==> config.mk <==
export PLATFORM = sky130hd
export DESIGN_NAME = joystick_axis_deadzone_and_buttons
export DESIGN_NICKNAME = d
export VERILOG_FILES = /design/src/rtl/core/jadb_pkg.sv /design/src/rtl/core/jadb_axis_lane.sv /design/src/rtl/core/jadb_event_merge.sv /design/src/rtl/core/joystick_axis_deadzone_and_buttons.sv
export SDC_FILE = /design/constraint.sdc
export NUM_CORES = 2
export LEC_CHECK = 0
export BUFFER_PORTS_ARGS = -buffer_cell sky130_fd_sc_hd__buf_2
export CAP_MARGIN = 20
export CORE_MARGIN = 1.5
export CORE_UTILIZATION = 45
export CTS_BUF_LIST = sky130_fd_sc_hd__clkbuf_4
export DETAILED_ROUTE_END_ITERATION = 10
export PLACE_DENSITY = 0.68
export SETUP_SLACK_MARGIN = 0.15
export SYNTH_ARGS = -nofsm -noshare
export SYNTH_HDL_FRONTEND = slang
export SYNTH_HIERARCHICAL = 1
export SYNTH_SLANG_ARGS = --single-unit
==> constraint.sdc <==
create_clock -name clk -period 8.3 [get_ports clk]
set_input_delay 1.66 -clock clk [delete_from_list [all_inputs] [get_ports clk]]
set_output_delay 1.66 -clock clk [all_outputs]
set_load 0.1 [all_outputs]
==> src/rtl/core/jadb_pkg.sv <==
// Shared types and constants for the joystick axis dead zone and button block.
// Used by the axis lane, the event merge stage and the top level.
// No dependencies.
package jadb_pkg;

	localparam int unsigned PosW     = 16;
	localparam int unsigned GainW    = 32;
	localparam int unsigned ButtonW  = 32;
	localparam int unsigned MotionW  = 10;
	localparam int unsigned IdxW     = 5;
	localparam int unsigned OffW     = PosW + 1;
	localparam int unsigned ProdW    = OffW + GainW;
	localparam int unsigned FracW    = 16;
	localparam int unsigned InDataW  = 64;
	localparam int unsigned OutDataW = 32;
	localparam int unsigned ApbAddrW = 5;
	localparam int unsigned ApbDataW = 32;

	localparam logic signed [MotionW-1:0] MotionMax = 10'sd256;
	localparam logic signed [MotionW-1:0] MotionMin = -10'sd256;

	localparam logic [PosW-1:0]         CenterRst = 16'd32767;
	localparam logic [PosW-1:0]         DeadRst   = 16'd4915;
	localparam logic signed [GainW-1:0] XGainRst  = 32'sd602;
	localparam logic signed [GainW-1:0] YGainRst  = -32'sd602;

	typedef enum logic [2:0] {
		REG_X_CENTER    = 3'd0,
		REG_Y_CENTER    = 3'd1,
		REG_X_DEAD_ZONE = 3'd2,
		REG_Y_DEAD_ZONE = 3'd3,
		REG_X_GAIN      = 3'd4,
		REG_Y_GAIN      = 3'd5
	} cfg_reg_t;

	typedef enum logic {
		KIND_AXIS   = 1'b0,
		KIND_BUTTON = 1'b1
	} kind_t;

	// load enables of the three lane stages
	typedef struct packed {
		logic en_s1;
		logic en_s2;
		logic en_s3;
	} lane_ctl_t;

endpackage

==> src/rtl/core/jadb_axis_lane.sv <==
// One axis lane: center offset and dead zone, gain multiply, shift and clamp.
// Three register stages, loaded by the enables from the top level.
// Depends on jadb_pkg.
module jadb_axis_lane (
	input  logic                                  clk,
	input  jadb_pkg::lane_ctl_t                   ctl,
	input  logic [jadb_pkg::PosW-1:0]             position,
	input  logic [jadb_pkg::PosW-1:0]             center,
	input  logic [jadb_pkg::PosW-1:0]             dead_zone,
	input  logic signed [jadb_pkg::GainW-1:0]     gain,
	output logic signed [jadb_pkg::MotionW-1:0]   motion
);

	logic signed [jadb_pkg::OffW-1:0]    off;
	logic signed [jadb_pkg::OffW-1:0]    dead_s;
	logic [jadb_pkg::OffW-1:0]           mag;
	logic                                below;
	logic signed [jadb_pkg::OffW-1:0]    adj;
	logic signed [jadb_pkg::OffW-1:0]    adj_s1;
	logic signed [jadb_pkg::ProdW-1:0]   prod_s2;
	logic signed [jadb_pkg::ProdW-jadb_pkg::FracW-1:0] shifted;
	logic signed [jadb_pkg::MotionW-1:0] clamped;
	logic signed [jadb_pkg::MotionW-1:0] motion_s3;

	assign off    = $signed({1'b0, position}) - $signed({1'b0, center});
	assign dead_s = $signed({1'b0, dead_zone});
	assign mag    = off[jadb_pkg::OffW-1] ? jadb_pkg::OffW'(-off) : jadb_pkg::OffW'(off);
	assign below  = mag < {1'b0, dead_zone};
	// pull the offset toward zero by the dead zone
	assign adj    = off[jadb_pkg::OffW-1] ? off + dead_s : off - dead_s;

	// floor shift of the product, dropping the 16 fraction bits of the 16.16 gain
	assign shifted = prod_s2[jadb_pkg::ProdW-1:jadb_pkg::FracW];

	always_comb begin
		if (shifted > (jadb_pkg::ProdW-jadb_pkg::FracW)'(jadb_pkg::MotionMax)) begin
			clamped = jadb_pkg::MotionMax;
		end else if (shifted < (jadb_pkg::ProdW-jadb_pkg::FracW)'(jadb_pkg::MotionMin)) begin
			clamped = jadb_pkg::MotionMin;
		end else begin
			clamped = shifted[jadb_pkg::MotionW-1:0];
		end
	end

	always_ff @(posedge clk) begin
		if (ctl.en_s1) begin
			adj_s1 <= below ? '0 : adj;
		end
		if (ctl.en_s2) begin
			prod_s2 <= adj_s1 * gain;
		end
		if (ctl.en_s3) begin
			motion_s3 <= clamped;
		end
	end

	assign motion = motion_s3;

endmodule

==> src/rtl/core/jadb_event_merge.sv <==
// Merge stage: joins the two lane results with the button change mask of a poll
// and sends one axis word, then one word per changed button, through an output register.
// Depends on jadb_pkg.
module jadb_event_merge (
	input  logic                                  clk,
	input  logic                                  arst_n,
	input  logic                                  in_valid,
	output logic                                  in_take,
	input  logic signed [jadb_pkg::MotionW-1:0]   in_x_motion,
	input  logic signed [jadb_pkg::MotionW-1:0]   in_y_motion,
	input  logic [jadb_pkg::ButtonW-1:0]          in_changed,
	input  logic [jadb_pkg::ButtonW-1:0]          in_buttons,
	output logic                                  m_tvalid,
	input  logic                                  m_tready,
	output logic [jadb_pkg::OutDataW-1:0]         m_tdata,
	output logic                                  m_tuser,
	output logic                                  m_tlast
);

	logic                                job_valid_q;
	logic                                axis_sent_q;
	logic [jadb_pkg::ButtonW-1:0]        mask_q;
	logic [jadb_pkg::ButtonW-1:0]        btn_q;
	logic signed [jadb_pkg::MotionW-1:0] x_q;
	logic signed [jadb_pkg::MotionW-1:0] y_q;

	logic                                out_valid_q;
	jadb_pkg::kind_t                     out_kind_q;
	logic signed [jadb_pkg::MotionW-1:0] out_x_q;
	logic signed [jadb_pkg::MotionW-1:0] out_y_q;
	logic [jadb_pkg::IdxW-1:0]           out_idx_q;
	logic                                out_pressed_q;
	logic                                out_last_q;

	logic                                out_load;
	logic                                emit;
	logic [jadb_pkg::IdxW-1:0]           low_idx;
	logic [jadb_pkg::ButtonW-1:0]        mask_rest;
	logic                                word_last;

	assign out_load  = !out_valid_q || m_tready;
	assign emit      = job_valid_q && out_load;
	assign mask_rest = mask_q & (mask_q - jadb_pkg::ButtonW'(1));
	assign word_last = axis_sent_q ? (mask_rest == '0) : (mask_q == '0);
	assign in_take   = !job_valid_q || (emit && word_last);

	// lowest changed button first
	always_comb begin
		low_idx = '0;
		for (int i = jadb_pkg::ButtonW - 1; i >= 0; i--) begin
			if (mask_q[i]) begin
				low_idx = jadb_pkg::IdxW'(i);
			end
		end
	end

	always_ff @(posedge clk or negedge arst_n) begin
		if (!arst_n) begin
			job_valid_q <= 1'b0;
			axis_sent_q <= 1'b0;
		end else if (in_take) begin
			job_valid_q <= in_valid;
			axis_sent_q <= 1'b0;
		end else if (emit) begin
			axis_sent_q <= 1'b1;
		end
	end

	always_ff @(posedge clk) begin
		if (in_take) begin
			mask_q <= in_changed;
			btn_q  <= in_buttons;
			x_q    <= in_x_motion;
			y_q    <= in_y_motion;
		end else if (emit && axis_sent_q) begin
			mask_q <= mask_rest;
		end
	end

	always_ff @(posedge clk or negedge arst_n) begin
		if (!arst_n) begin
			out_valid_q <= 1'b0;
		end else if (out_load) begin
			out_valid_q <= emit;
		end
	end

	always_ff @(posedge clk) begin
		if (emit) begin
			out_last_q <= word_last;
			if (!axis_sent_q) begin
				out_kind_q    <= jadb_pkg::KIND_AXIS;
				out_x_q       <= x_q;
				out_y_q       <= y_q;
				out_idx_q     <= '0;
				out_pressed_q <= 1'b0;
			end else begin
				out_kind_q    <= jadb_pkg::KIND_BUTTON;
				out_x_q       <= '0;
				out_y_q       <= '0;
				out_idx_q     <= low_idx;
				out_pressed_q <= btn_q[low_idx];
			end
		end
	end

	assign m_tvalid = out_valid_q;
	assign m_tuser  = out_kind_q;
	assign m_tlast  = out_last_q;
	assign m_tdata  = jadb_pkg::OutDataW'({out_pressed_q, out_idx_q, out_y_q, out_x_q});

`ifndef SYNTHESIS
	// once the axis word is out, a poll still in the slot has a button left to send
	a_pending_button: assert property (@(posedge clk) disable iff (!arst_n)
		(job_valid_q && axis_sent_q) |-> (mask_q != '0))
		else $error("merge slot holds a poll with nothing left to send");

	a_button_no_motion: assert property (@(posedge clk) disable iff (!arst_n)
		(out_valid_q && out_kind_q == jadb_pkg::KIND_BUTTON) |->
		(out_x_q == '0 && out_y_q == '0))
		else $error("button word carries motion");

	a_motion_range: assert property (@(posedge clk) disable iff (!arst_n)
		(out_valid_q && out_kind_q == jadb_pkg::KIND_AXIS) |->
		(out_x_q <= jadb_pkg::MotionMax && out_x_q >= jadb_pkg::MotionMin &&
		 out_y_q <= jadb_pkg::MotionMax && out_y_q >= jadb_pkg::MotionMin))
		else $error("axis motion outside clamp range");

	// a stalled word must not be overwritten by the next one
	a_hold_on_stall: assert property (@(posedge clk) disable iff (!arst_n)
		(out_valid_q && !m_tready) |=> (out_valid_q && $stable(m_tdata) && $stable(m_tlast)))
		else $error("output word changed while stalled");
`endif

endmodule

==> src/rtl/core/joystick_axis_deadzone_and_buttons.sv <==
// Joystick poll conditioner: per-axis dead zone, gain and clamp, plus button change words.
// Slave stream s_*: one poll per word. s_tdata = x_position [15:0], y_position [31:16],
//   button_states [63:32].
// Master stream m_*: per poll one axis word, then one word per changed button, lowest
//   index first; m_tlast marks the final word of the poll, m_tuser is 0 for the axis
//   word and 1 for a button word.
// APB port: six registers at byte addresses 0x00..0x14 (x/y center, x/y dead zone,
//   x/y gain); write only while the block is idle.
// A poll's axis word passes lane stages s1 to s3, the merge slot and the output register.
// Throughput: a poll occupies the output for 1 + (changed buttons) words, 1 to 33; the
//   single output word register sets this, while the two axis lanes and the polls behind
//   them advance every cycle until the merge slot is full.
// When m_tready is low the output word holds, the merge slot and lane pipeline fill up
//   and s_tready falls after three more polls.
// Reset clears the register file to its defaults, the previous button state to zero and
//   all valid flags; a block fresh out of reset holds s_tready high, ready to take a poll.
// Depends on jadb_pkg, jadb_axis_lane and jadb_event_merge.
module joystick_axis_deadzone_and_buttons #(
	parameter int unsigned BUTTON_COUNT = 32
) (
	input  logic                              clk,
	input  logic                              arst_n,
	input  logic                              psel,
	input  logic                              penable,
	input  logic                              pwrite,
	input  logic [jadb_pkg::ApbAddrW-1:0]     paddr,
	input  logic [jadb_pkg::ApbDataW-1:0]     pwdata,
	output logic [jadb_pkg::ApbDataW-1:0]     prdata,
	output logic                              pready,
	input  logic                              s_tvalid,
	output logic                              s_tready,
	// x_position [15:0], y_position [31:16], button_states [63:32]
	input  logic [jadb_pkg::InDataW-1:0]      s_tdata,
	output logic                              m_tvalid,
	input  logic                              m_tready,
	// x_motion [9:0], y_motion [19:10], button_index [24:20], pressed [25], zero [31:26]
	output logic [jadb_pkg::OutDataW-1:0]     m_tdata,
	// kind [0]
	output logic                              m_tuser,
	output logic                              m_tlast
);

	localparam logic [jadb_pkg::ButtonW-1:0] BtnMask =
		jadb_pkg::ButtonW'((64'd1 << BUTTON_COUNT) - 64'd1);

	logic [jadb_pkg::PosW-1:0]           x_center_q;
	logic [jadb_pkg::PosW-1:0]           y_center_q;
	logic [jadb_pkg::PosW-1:0]           x_dead_q;
	logic [jadb_pkg::PosW-1:0]           y_dead_q;
	logic signed [jadb_pkg::GainW-1:0]   x_gain_q;
	logic signed [jadb_pkg::GainW-1:0]   y_gain_q;
	logic [jadb_pkg::ButtonW-1:0]        prev_btn_q;

	logic                                cfg_wr;
	jadb_pkg::cfg_reg_t                  cfg_sel;

	logic                                valid_s1, valid_s2, valid_s3;
	logic [jadb_pkg::ButtonW-1:0]        changed_s1, changed_s2, changed_s3;
	logic [jadb_pkg::ButtonW-1:0]        btn_s1, btn_s2, btn_s3;
	logic                                ready_s2, ready_s3;
	logic                                merge_take;
	jadb_pkg::lane_ctl_t                 lane_ctl;
	logic signed [jadb_pkg::MotionW-1:0] x_motion, y_motion;
	logic [jadb_pkg::ButtonW-1:0]        in_buttons;
	logic                                in_acc;

	// register file
	assign pready  = 1'b1;
	assign cfg_wr  = psel && penable && pwrite && pready;
	assign cfg_sel = jadb_pkg::cfg_reg_t'(paddr[jadb_pkg::ApbAddrW-1:2]);

	always_ff @(posedge clk or negedge arst_n) begin
		if (!arst_n) begin
			x_center_q <= jadb_pkg::CenterRst;
			y_center_q <= jadb_pkg::CenterRst;
			x_dead_q   <= jadb_pkg::DeadRst;
			y_dead_q   <= jadb_pkg::DeadRst;
			x_gain_q   <= jadb_pkg::XGainRst;
			y_gain_q   <= jadb_pkg::YGainRst;
		end else if (cfg_wr) begin
			case (cfg_sel)
				jadb_pkg::REG_X_CENTER:    x_center_q <= pwdata[jadb_pkg::PosW-1:0];
				jadb_pkg::REG_Y_CENTER:    y_center_q <= pwdata[jadb_pkg::PosW-1:0];
				jadb_pkg::REG_X_DEAD_ZONE: x_dead_q   <= pwdata[jadb_pkg::PosW-1:0];
				jadb_pkg::REG_Y_DEAD_ZONE: y_dead_q   <= pwdata[jadb_pkg::PosW-1:0];
				jadb_pkg::REG_X_GAIN:      x_gain_q   <= $signed(pwdata);
				jadb_pkg::REG_Y_GAIN:      y_gain_q   <= $signed(pwdata);
				default: ;
			endcase
		end
	end

	always_comb begin
		case (cfg_sel)
			jadb_pkg::REG_X_CENTER:    prdata = jadb_pkg::ApbDataW'(x_center_q);
			jadb_pkg::REG_Y_CENTER:    prdata = jadb_pkg::ApbDataW'(y_center_q);
			jadb_pkg::REG_X_DEAD_ZONE: prdata = jadb_pkg::ApbDataW'(x_dead_q);
			jadb_pkg::REG_Y_DEAD_ZONE: prdata = jadb_pkg::ApbDataW'(y_dead_q);
			jadb_pkg::REG_X_GAIN:      prdata = x_gain_q;
			jadb_pkg::REG_Y_GAIN:      prdata = y_gain_q;
			default:                   prdata = '0;
		endcase
	end

	// lane pipeline flow control
	assign ready_s3 = !valid_s3 || merge_take;
	assign ready_s2 = !valid_s2 || ready_s3;
	assign s_tready = !valid_s1 || ready_s2;
	assign in_acc   = s_tvalid && s_tready;

	assign lane_ctl.en_s1 = s_tready;
	assign lane_ctl.en_s2 = ready_s2;
	assign lane_ctl.en_s3 = ready_s3;

	assign in_buttons = s_tdata[jadb_pkg::InDataW-1:2*jadb_pkg::PosW];

	always_ff @(posedge clk or negedge arst_n) begin
		if (!arst_n) begin
			valid_s1   <= 1'b0;
			valid_s2   <= 1'b0;
			valid_s3   <= 1'b0;
			prev_btn_q <= '0;
		end else begin
			if (s_tready) begin
				valid_s1 <= s_tvalid;
			end
			if (ready_s2) begin
				valid_s2 <= valid_s1;
			end
			if (ready_s3) begin
				valid_s3 <= valid_s2;
			end
			if (in_acc) begin
				prev_btn_q <= in_buttons;
			end
		end
	end

	always_ff @(posedge clk) begin
		if (s_tready) begin
			changed_s1 <= (in_buttons ^ prev_btn_q) & BtnMask;
			btn_s1     <= in_buttons;
		end
		if (ready_s2) begin
			changed_s2 <= changed_s1;
			btn_s2     <= btn_s1;
		end
		if (ready_s3) begin
			changed_s3 <= changed_s2;
			btn_s3     <= btn_s2;
		end
	end

	jadb_axis_lane u_lane_x (
		.clk       (clk),
		.ctl       (lane_ctl),
		.position  (s_tdata[jadb_pkg::PosW-1:0]),
		.center    (x_center_q),
		.dead_zone (x_dead_q),
		.gain      (x_gain_q),
		.motion    (x_motion)
	);

	jadb_axis_lane u_lane_y (
		.clk       (clk),
		.ctl       (lane_ctl),
		.position  (s_tdata[2*jadb_pkg::PosW-1:jadb_pkg::PosW]),
		.center    (y_center_q),
		.dead_zone (y_dead_q),
		.gain      (y_gain_q),
		.motion    (y_motion)
	);

	jadb_event_merge u_merge (
		.clk         (clk),
		.arst_n      (arst_n),
		.in_valid    (valid_s3),
		.in_take     (merge_take),
		.in_x_motion (x_motion),
		.in_y_motion (y_motion),
		.in_changed  (changed_s3),
		.in_buttons  (btn_s3),
		.m_tvalid    (m_tvalid),
		.m_tready    (m_tready),
		.m_tdata     (m_tdata),
		.m_tuser     (m_tuser),
		.m_tlast     (m_tlast)
	);

endmodule

# Yosys cells after proc, flatten, opt, wreduce, memory -nomap -nowiden

Index checks and enable logic that the tools add are counted.

Logic and storage cells: 138
Bits of input ports: 108
Bits in registers: 622
Output and inout port bits: 69

Reductions and logical operators: 29
Magnitude comparators: 7
Bitwise operators: 2
Muxes and demuxes: 47
$mul: 2
Add/subtract/negate cells: 9
Eq/ne operators: 5

Operator list:

| cell                                                  | count |
|---|---|
| one-hot mux 32 bit (6 select lines)                   | 1 |
| 2-to-1 mux 5 bit                                      | 32 |
| multiplier 17 x 32 -> 49 bit                          | 2 |
| 2-to-1 mux 17 bit                                     | 4 |
| > comparator 33 x 10 -> 1 bit (second input constant) | 2 |
| < comparator 33 x 9 -> 1 bit (second input constant)  | 2 |
| zero test 32 bit                                      | 2 |
| 2-to-1 mux 32 bit                                     | 2 |
| adder 17 bit                                          | 2 |
| < comparator 17 x 16 -> 1 bit                         | 2 |
| negator 17 bit                                        | 2 |
| subtractor 16 x 16 -> 17 bit                          | 2 |
| subtractor 17 bit                                     | 2 |
| AND 32 bit                                            | 1 |
| subtractor 32 x 1 -> 32 bit (second input constant)   | 1 |
| bitwise XOR 32 bit                                    | 1 |
| 2-to-1 mux 10 bit                                     | 2 |
| AND reduction 2 bit                                   | 6 |
| == test 3 x 2 -> 1 bit (second input constant)        | 2 |
| == test 3 bit (second input constant)                 | 2 |
| logical AND 1 bit                                     | 6 |
| < comparator 5 x 6 -> 1 bit (second input constant)   | 1 |
| binary-select mux 1 bit (select 5 bit)                | 1 |
| zero test 1 bit                                       | 5 |
| 6 further kinds                                       | 16 |

# Depth between registers and ports, before layout

Word-level depth: 34
Mapped depth: 24
Mapped depth without buffers: 23

# Cells and area by module

The synthesis kept the hierarchy.

Modules (own cells, without submodules):

| module                             | sequential area each (um2) | cells each | area an instance (um2) | times used |
|---|---|---|---|---|
| jadb_axis_lane at u_lane_x         | 1801.7                     | 2502       | 22989.5                | 1 |
| jadb_axis_lane at u_lane_y         | 1801.7                     | 2453       | 22719.3                | 1 |
| joystick_axis_deadzone_and_buttons | 9939.5                     | 726        | 13394.1                | 1 |
| jadb_event_merge                   | 3438.3                     | 433        | 5439.0                 | 1 |

# Least setup slack after synthesis

Ideal clock, no wire load.

Path type: input-to-reg
From: input port m_tready
To: register prev_btn_q[10] (netlist name)
Data required time: 8.175 ns
Library setup time: 0.125 ns
Path buffers: 1
Arrival time: 8.693 ns
Cell stages on the path: 8
Path slack: -0.518 ns
Cell sequence: nand2b_1 > nor2_1 > a31o_2 > inv_1 > nand4b_1 > nand2_1 > buf_2 > mux2_2

Cells in the longest elaborated chain, start to end: 8

Ends and longest elaborated chain:

| element                | RTL line                                  | text |
|---|---|---|
| start: declaration     | joystick_axis_deadzone_and_buttons.sv:35  | `input logic m_tready,` |
| logical OR 1 bit       | jadb_event_merge.sv:41                    | `assign out_load = !out_valid_q \|\| m_tready;` |
| logical AND 1 bit      | jadb_event_merge.sv:42                    | `assign emit = job_valid_q && out_load;` |
| logical AND 1 bit      | jadb_event_merge.sv:45                    | `assign in_take = !job_valid_q \|\| (emit && word_last);` |
| logical OR 1 bit       | jadb_event_merge.sv:45                    |  |
| net merge_take         | joystick_axis_deadzone_and_buttons.sv:61  | `logic merge_take;` |
| logical OR 1 bit       | joystick_axis_deadzone_and_buttons.sv:106 | `assign ready_s3 = !valid_s3 \|\| merge_take;` |
| logical OR 1 bit       | joystick_axis_deadzone_and_buttons.sv:107 | `assign ready_s2 = !valid_s2 \|\| ready_s3;` |
| logical OR 1 bit       | joystick_axis_deadzone_and_buttons.sv:108 | `assign s_tready = !valid_s1 \|\| ready_s2;` |
| net s_tready           | joystick_axis_deadzone_and_buttons.sv:31  | `output logic s_tready,` |
| logical AND 1 bit      | joystick_axis_deadzone_and_buttons.sv:109 | `assign in_acc = s_tvalid && s_tready;` |
| end signal: assignment | joystick_axis_deadzone_and_buttons.sv:134 | `prev_btn_q <= in_buttons;` |
| end: declaration       | joystick_axis_deadzone_and_buttons.sv:52  | `logic [jadb_pkg::ButtonW-1:0] prev_btn_q;` |

The timed path passes the listed nets, and every way through them passes these cells.
A chain may end at the register's enable or synchronous reset.

# Worst setup path in the final report

From: register u_lane_y/adj_s1[3] (netlist name)
To: register u_lane_y/prod_s2[47] (netlist name) (data pin)

Cells in the longest elaborated chain, start to end: 1

Ends and longest elaborated chain:

| element                      | RTL line             | text |
|---|---|---|
| start: declaration           | jadb_axis_lane.sv:19 | `logic signed [jadb_pkg::OffW-1:0] adj_s1;` |
| start signal: assignment     | jadb_axis_lane.sv:47 | `adj_s1 <= below ? '0 : adj;` |
| multiplier 17 x 32 -> 49 bit | jadb_axis_lane.sv:50 | `prod_s2 <= adj_s1 * gain;` |
| end signal: assignment       | jadb_axis_lane.sv:50 |  |
| end: declaration             | jadb_axis_lane.sv:20 | `logic signed [jadb_pkg::ProdW-1:0] prod_s2;` |

No other way between the ends.

==> reports/qor.csv <==
stage,metric,value,unit
outcome,status,finished clean,
sta,final-max-slew-violation-count,0,
clock_network,cts.repair.resized,0,
synthesis,ys.flop_type,edfxtp_1,
setup_path,cpPeakStageDelay,1030,ps
clock_network,clockRootBuffer,clkbuf_4,
floorplanning,chipHeight,382,um
synthesis,synth.ff_latch_count,590,
setup_path,crit_path_frequent_cell,fa_1,
global_routing,grt_max_degree,127,
routing,drc_errors,0,
synthesis,syn_inst,6114,
routing,dr_total_vias,44108,
synthesis,synth.avg_cell_area,10.6,um^2
floorplanning,core_area,142000,um^2
floorplanning,start_util,45.5,%
clock_network,cts_buffers,152,
setup_path,worstPathCellList,"buf_4, nand2_1, inv_1, fa_1, fa_1, inv_1, fa_1, fa_1, fa_1, fa_1, inv_1, ha_1, a21o_1, a21o_1, a2111oi_0, o21a_1, nor3_1, o211ai_1, a21oi_1, a311o_1",
place,place_inst,8028,
setup_path,cp-start-kind,flop,
place,portBuffers,167,
setup_path,cp_data_arrival_time,8480,ps
synthesis,synth_top_family_by_area,adder cells,
synthesis,yosys.area_share.simple,13.4,%
setup_path,critPathKind,reg -> reg,
synthesis,synth_top_area_share,32.4,%
floorplanning,die-area,146000,um^2
global_routing,first_global_vias,47225,
routing,ant_nets,0,
routing,drtIter0Drc,2913,
synthesis,synth-xor-area-share,2.95,%
synthesis,synth_seq_area_share,26.3,%
sta,fmax,131,MHz
clock_network,clock-sinks,590,
setup_path,cp_num_buf_inv,4,
sta,rsz0062_at_grt,no,
synthesis,yosysWarningCount,6,
clock_network,cts_hold_buf,0,
sta,final.min_clock_period,7610,ps
synthesis,synth_cell_types,109,
routing,viasPerCell,5.30,
clock_network,cts_htree_levels,4,
layout,drive_above_1_share,13.3,%
setup_path,worstPathRequired,9170,ps
synthesis,yosys.area_share.adder,38.7,%
floorplanning,die_w,382,um
global_routing,antenna_found_initial,34,
synthesis,synthArstFlopShare,28.1,%
setup_path,end_kind,flop,
routing,finalWirelength,163,mm
routing,avgRoutedWirePerCell,19.5,um
hold_path,hold_class,reg -> reg,
setup_path,crit_slowest_cell,edfxtp_1,
synthesis,yosys-top-cells-count,"inv_1, fa_1, nand2_1",
global_routing,globalRouteTotalUtil,22.9,%
layout,area_growth,8.09,%
synthesis,synth.cell_area,64500,um^2
layout,final_cells,8325,
synthesis,synth_edf_count,424,
place,place_congestion,0.924,
sta,period_share,91.7,%
sta,skew,88.4,ps
global_routing,gr-total-overflow,0,
synthesis,synth_most_common_cell,inv_1,
run,drv_cap,0,
routing,drt_first_pass_iters,5,
floorplanning,num_io_pins,177,
synthesis,synth_compound_area_share,5.82,%
synthesis,synthTopCellsByArea,"fa_1, edfxtp_1, inv_1",
floorplanning,fp-row-count,138,
setup_path,cp_max_fo,19,
clock_network,clock_latency,1170,ps
clock_network,cts_tree,done,
clock_network,ctsLongestPathBuffers,3,
layout,nets,7769,
clock_network,path_clk_slew,70,ps
sta,finalSetupViolCount,0,
place,dpl.hpwl,126,mm
sta,hold_violations,0,
synthesis,synthMuxAreaShare,4.03,%
global_routing,grt_first_pass_wirelength,259,mm
clock_network,cts_setup_buffers,0,
synthesis,synth_largest_area_cell,fa_1,
setup_path,path_delay_family,adder cells,
sta,relSlewSlack,19.6,%
sta,worstMarginPinSlew,1210,ps
[kinds of logic after synthesis]
group	after synthesis
AO/OA/AOI/OAI	553
flip-flops	590
AND/OR/NAND/NOR	1686
other	2
adder cells (fa/ha/maj)	1369
XOR/XNOR	215
multiplexers	235
buffers and inverters	1464
[worst register-to-register path: stages, from the launching register on]
cell and delay, ps:
edfxtp_1 1030, buf_4 330, nand2_1 120, inv_1 120
fa_1 510, fa_1 890, inv_1 140, fa_1 510
fa_1 590, fa_1 430, fa_1 490, inv_1 40
ha_1 340, a21o_1 180, a21o_1 190, a2111oi_0 410
o21a_1 200, nor3_1 80, o211ai_1 290, a21oi_1 110
a311o_1 340
[registers in the layout, indices dropped and copies added, names as in the netlist, 17 cells and up]
register          count
changed_s2           32
u_merge/btn_q        32
y_gain_q             32
changed_s1           32
x_gain_q             32
changed_s3           32
btn_s1               32
u_lane_x/prod_s2     33
prev_btn_q           32
u_merge/mask_q       32
u_lane_x/adj_s1      17
u_lane_y/adj_s1      17
u_lane_y/prod_s2     33
btn_s2               32
btn_s3               32
[area by class of cell]
cell class,instances,area (um^2)
clock inverters,44,363
flip-flops and latches,590,17000
multi-input cells,4065,41900
repair buffers,265,1720
fillers,12963,72200
clock buffers,236,1770
inverters,1221,4580
diodes,14,35.0
well taps,1890,2360
[cells in the final DEF, fill, tap and decap left out, drive strengths merged, types with 29 or more instances in the layout]
master  Yosys  layout
nand2     656     656
xor2       85      85
inv      1221    1228
a21o       63      63
ha        322     322
mux2i      55      55
xnor2     130     130
dfrtp      90      90
clkbuf    195     236
nor2b      51      51
edfxtp    424     424
nor3       42      42
fa       1044    1044
and2      486     486
o21ai      98      98
buf        48     265
clkinv      0      31
nand3      50      50
nor4       35      35
nand4      41      41
nor2      197     197
nand2b     36      36
dfstp      76      76
a21oi     141     141
mux2      179     179
o21a       29      29
[metrics by stage]
step | TNS (ps) | util (%) | area [um^2] | hold slack (ps) | worst slack, ps
floorplan | -25940 | - | 64600 | 400 | -457
global placement | 0 | 47.5 | 67500 | 400 | 860
detailed placement | 0 | 47.6 | 67500 | 405 | 704
CTS | 0 | 49.1 | 69600 | 348 | 707
global route | 0 | 49.1 | 69700 | 354 | 368
finish | 0 | 49.2 | 69800 | 351 | 692
[metal layers]
layer  share of wire, %  global-route usage (%)
met1                 41                    30.2
met2                 47                    36.8
met3                8.0                    5.01
met4                3.4                    8.79
met5               0.11                       0
[path summary, 6_finish.rpt]
| check | startpoint | end | slack, ps | depth (start not counted) |
|---|---|---|---|---|
| min in group asynchronous | arst_n | x_center_q[15]$_DFFE_PN0P_ | 640 | 1 |
| max in group asynchronous | arst_n | prev_btn_q[27]$_DFFE_PN0P_ | 6040 | 2 |
| setup / recovery | u_lane_y/adj_s1[3]$_SDFFCE_PN0P_ | u_lane_y/prod_s2[47]$_DFFE_PP_ | 690 | 20 |
| setup reg to reg | u_lane_y/adj_s1[3]$_SDFFCE_PN0P_ | u_lane_y/prod_s2[47]$_DFFE_PP_ | 690 | 20 |
| hold reg to reg | btn_s3[0]$_DFFE_PP_ | u_merge/btn_q[0]$_DFFE_PN_ | 350 | 0 |
| hold / removal | btn_s3[0]$_DFFE_PP_ | u_merge/btn_q[0]$_DFFE_PN_ | 350 | 0 |
Power is left out: the tool's default activity adds up to more than one toggle a clock period on the data nets, which glitch-free logic cannot reach.
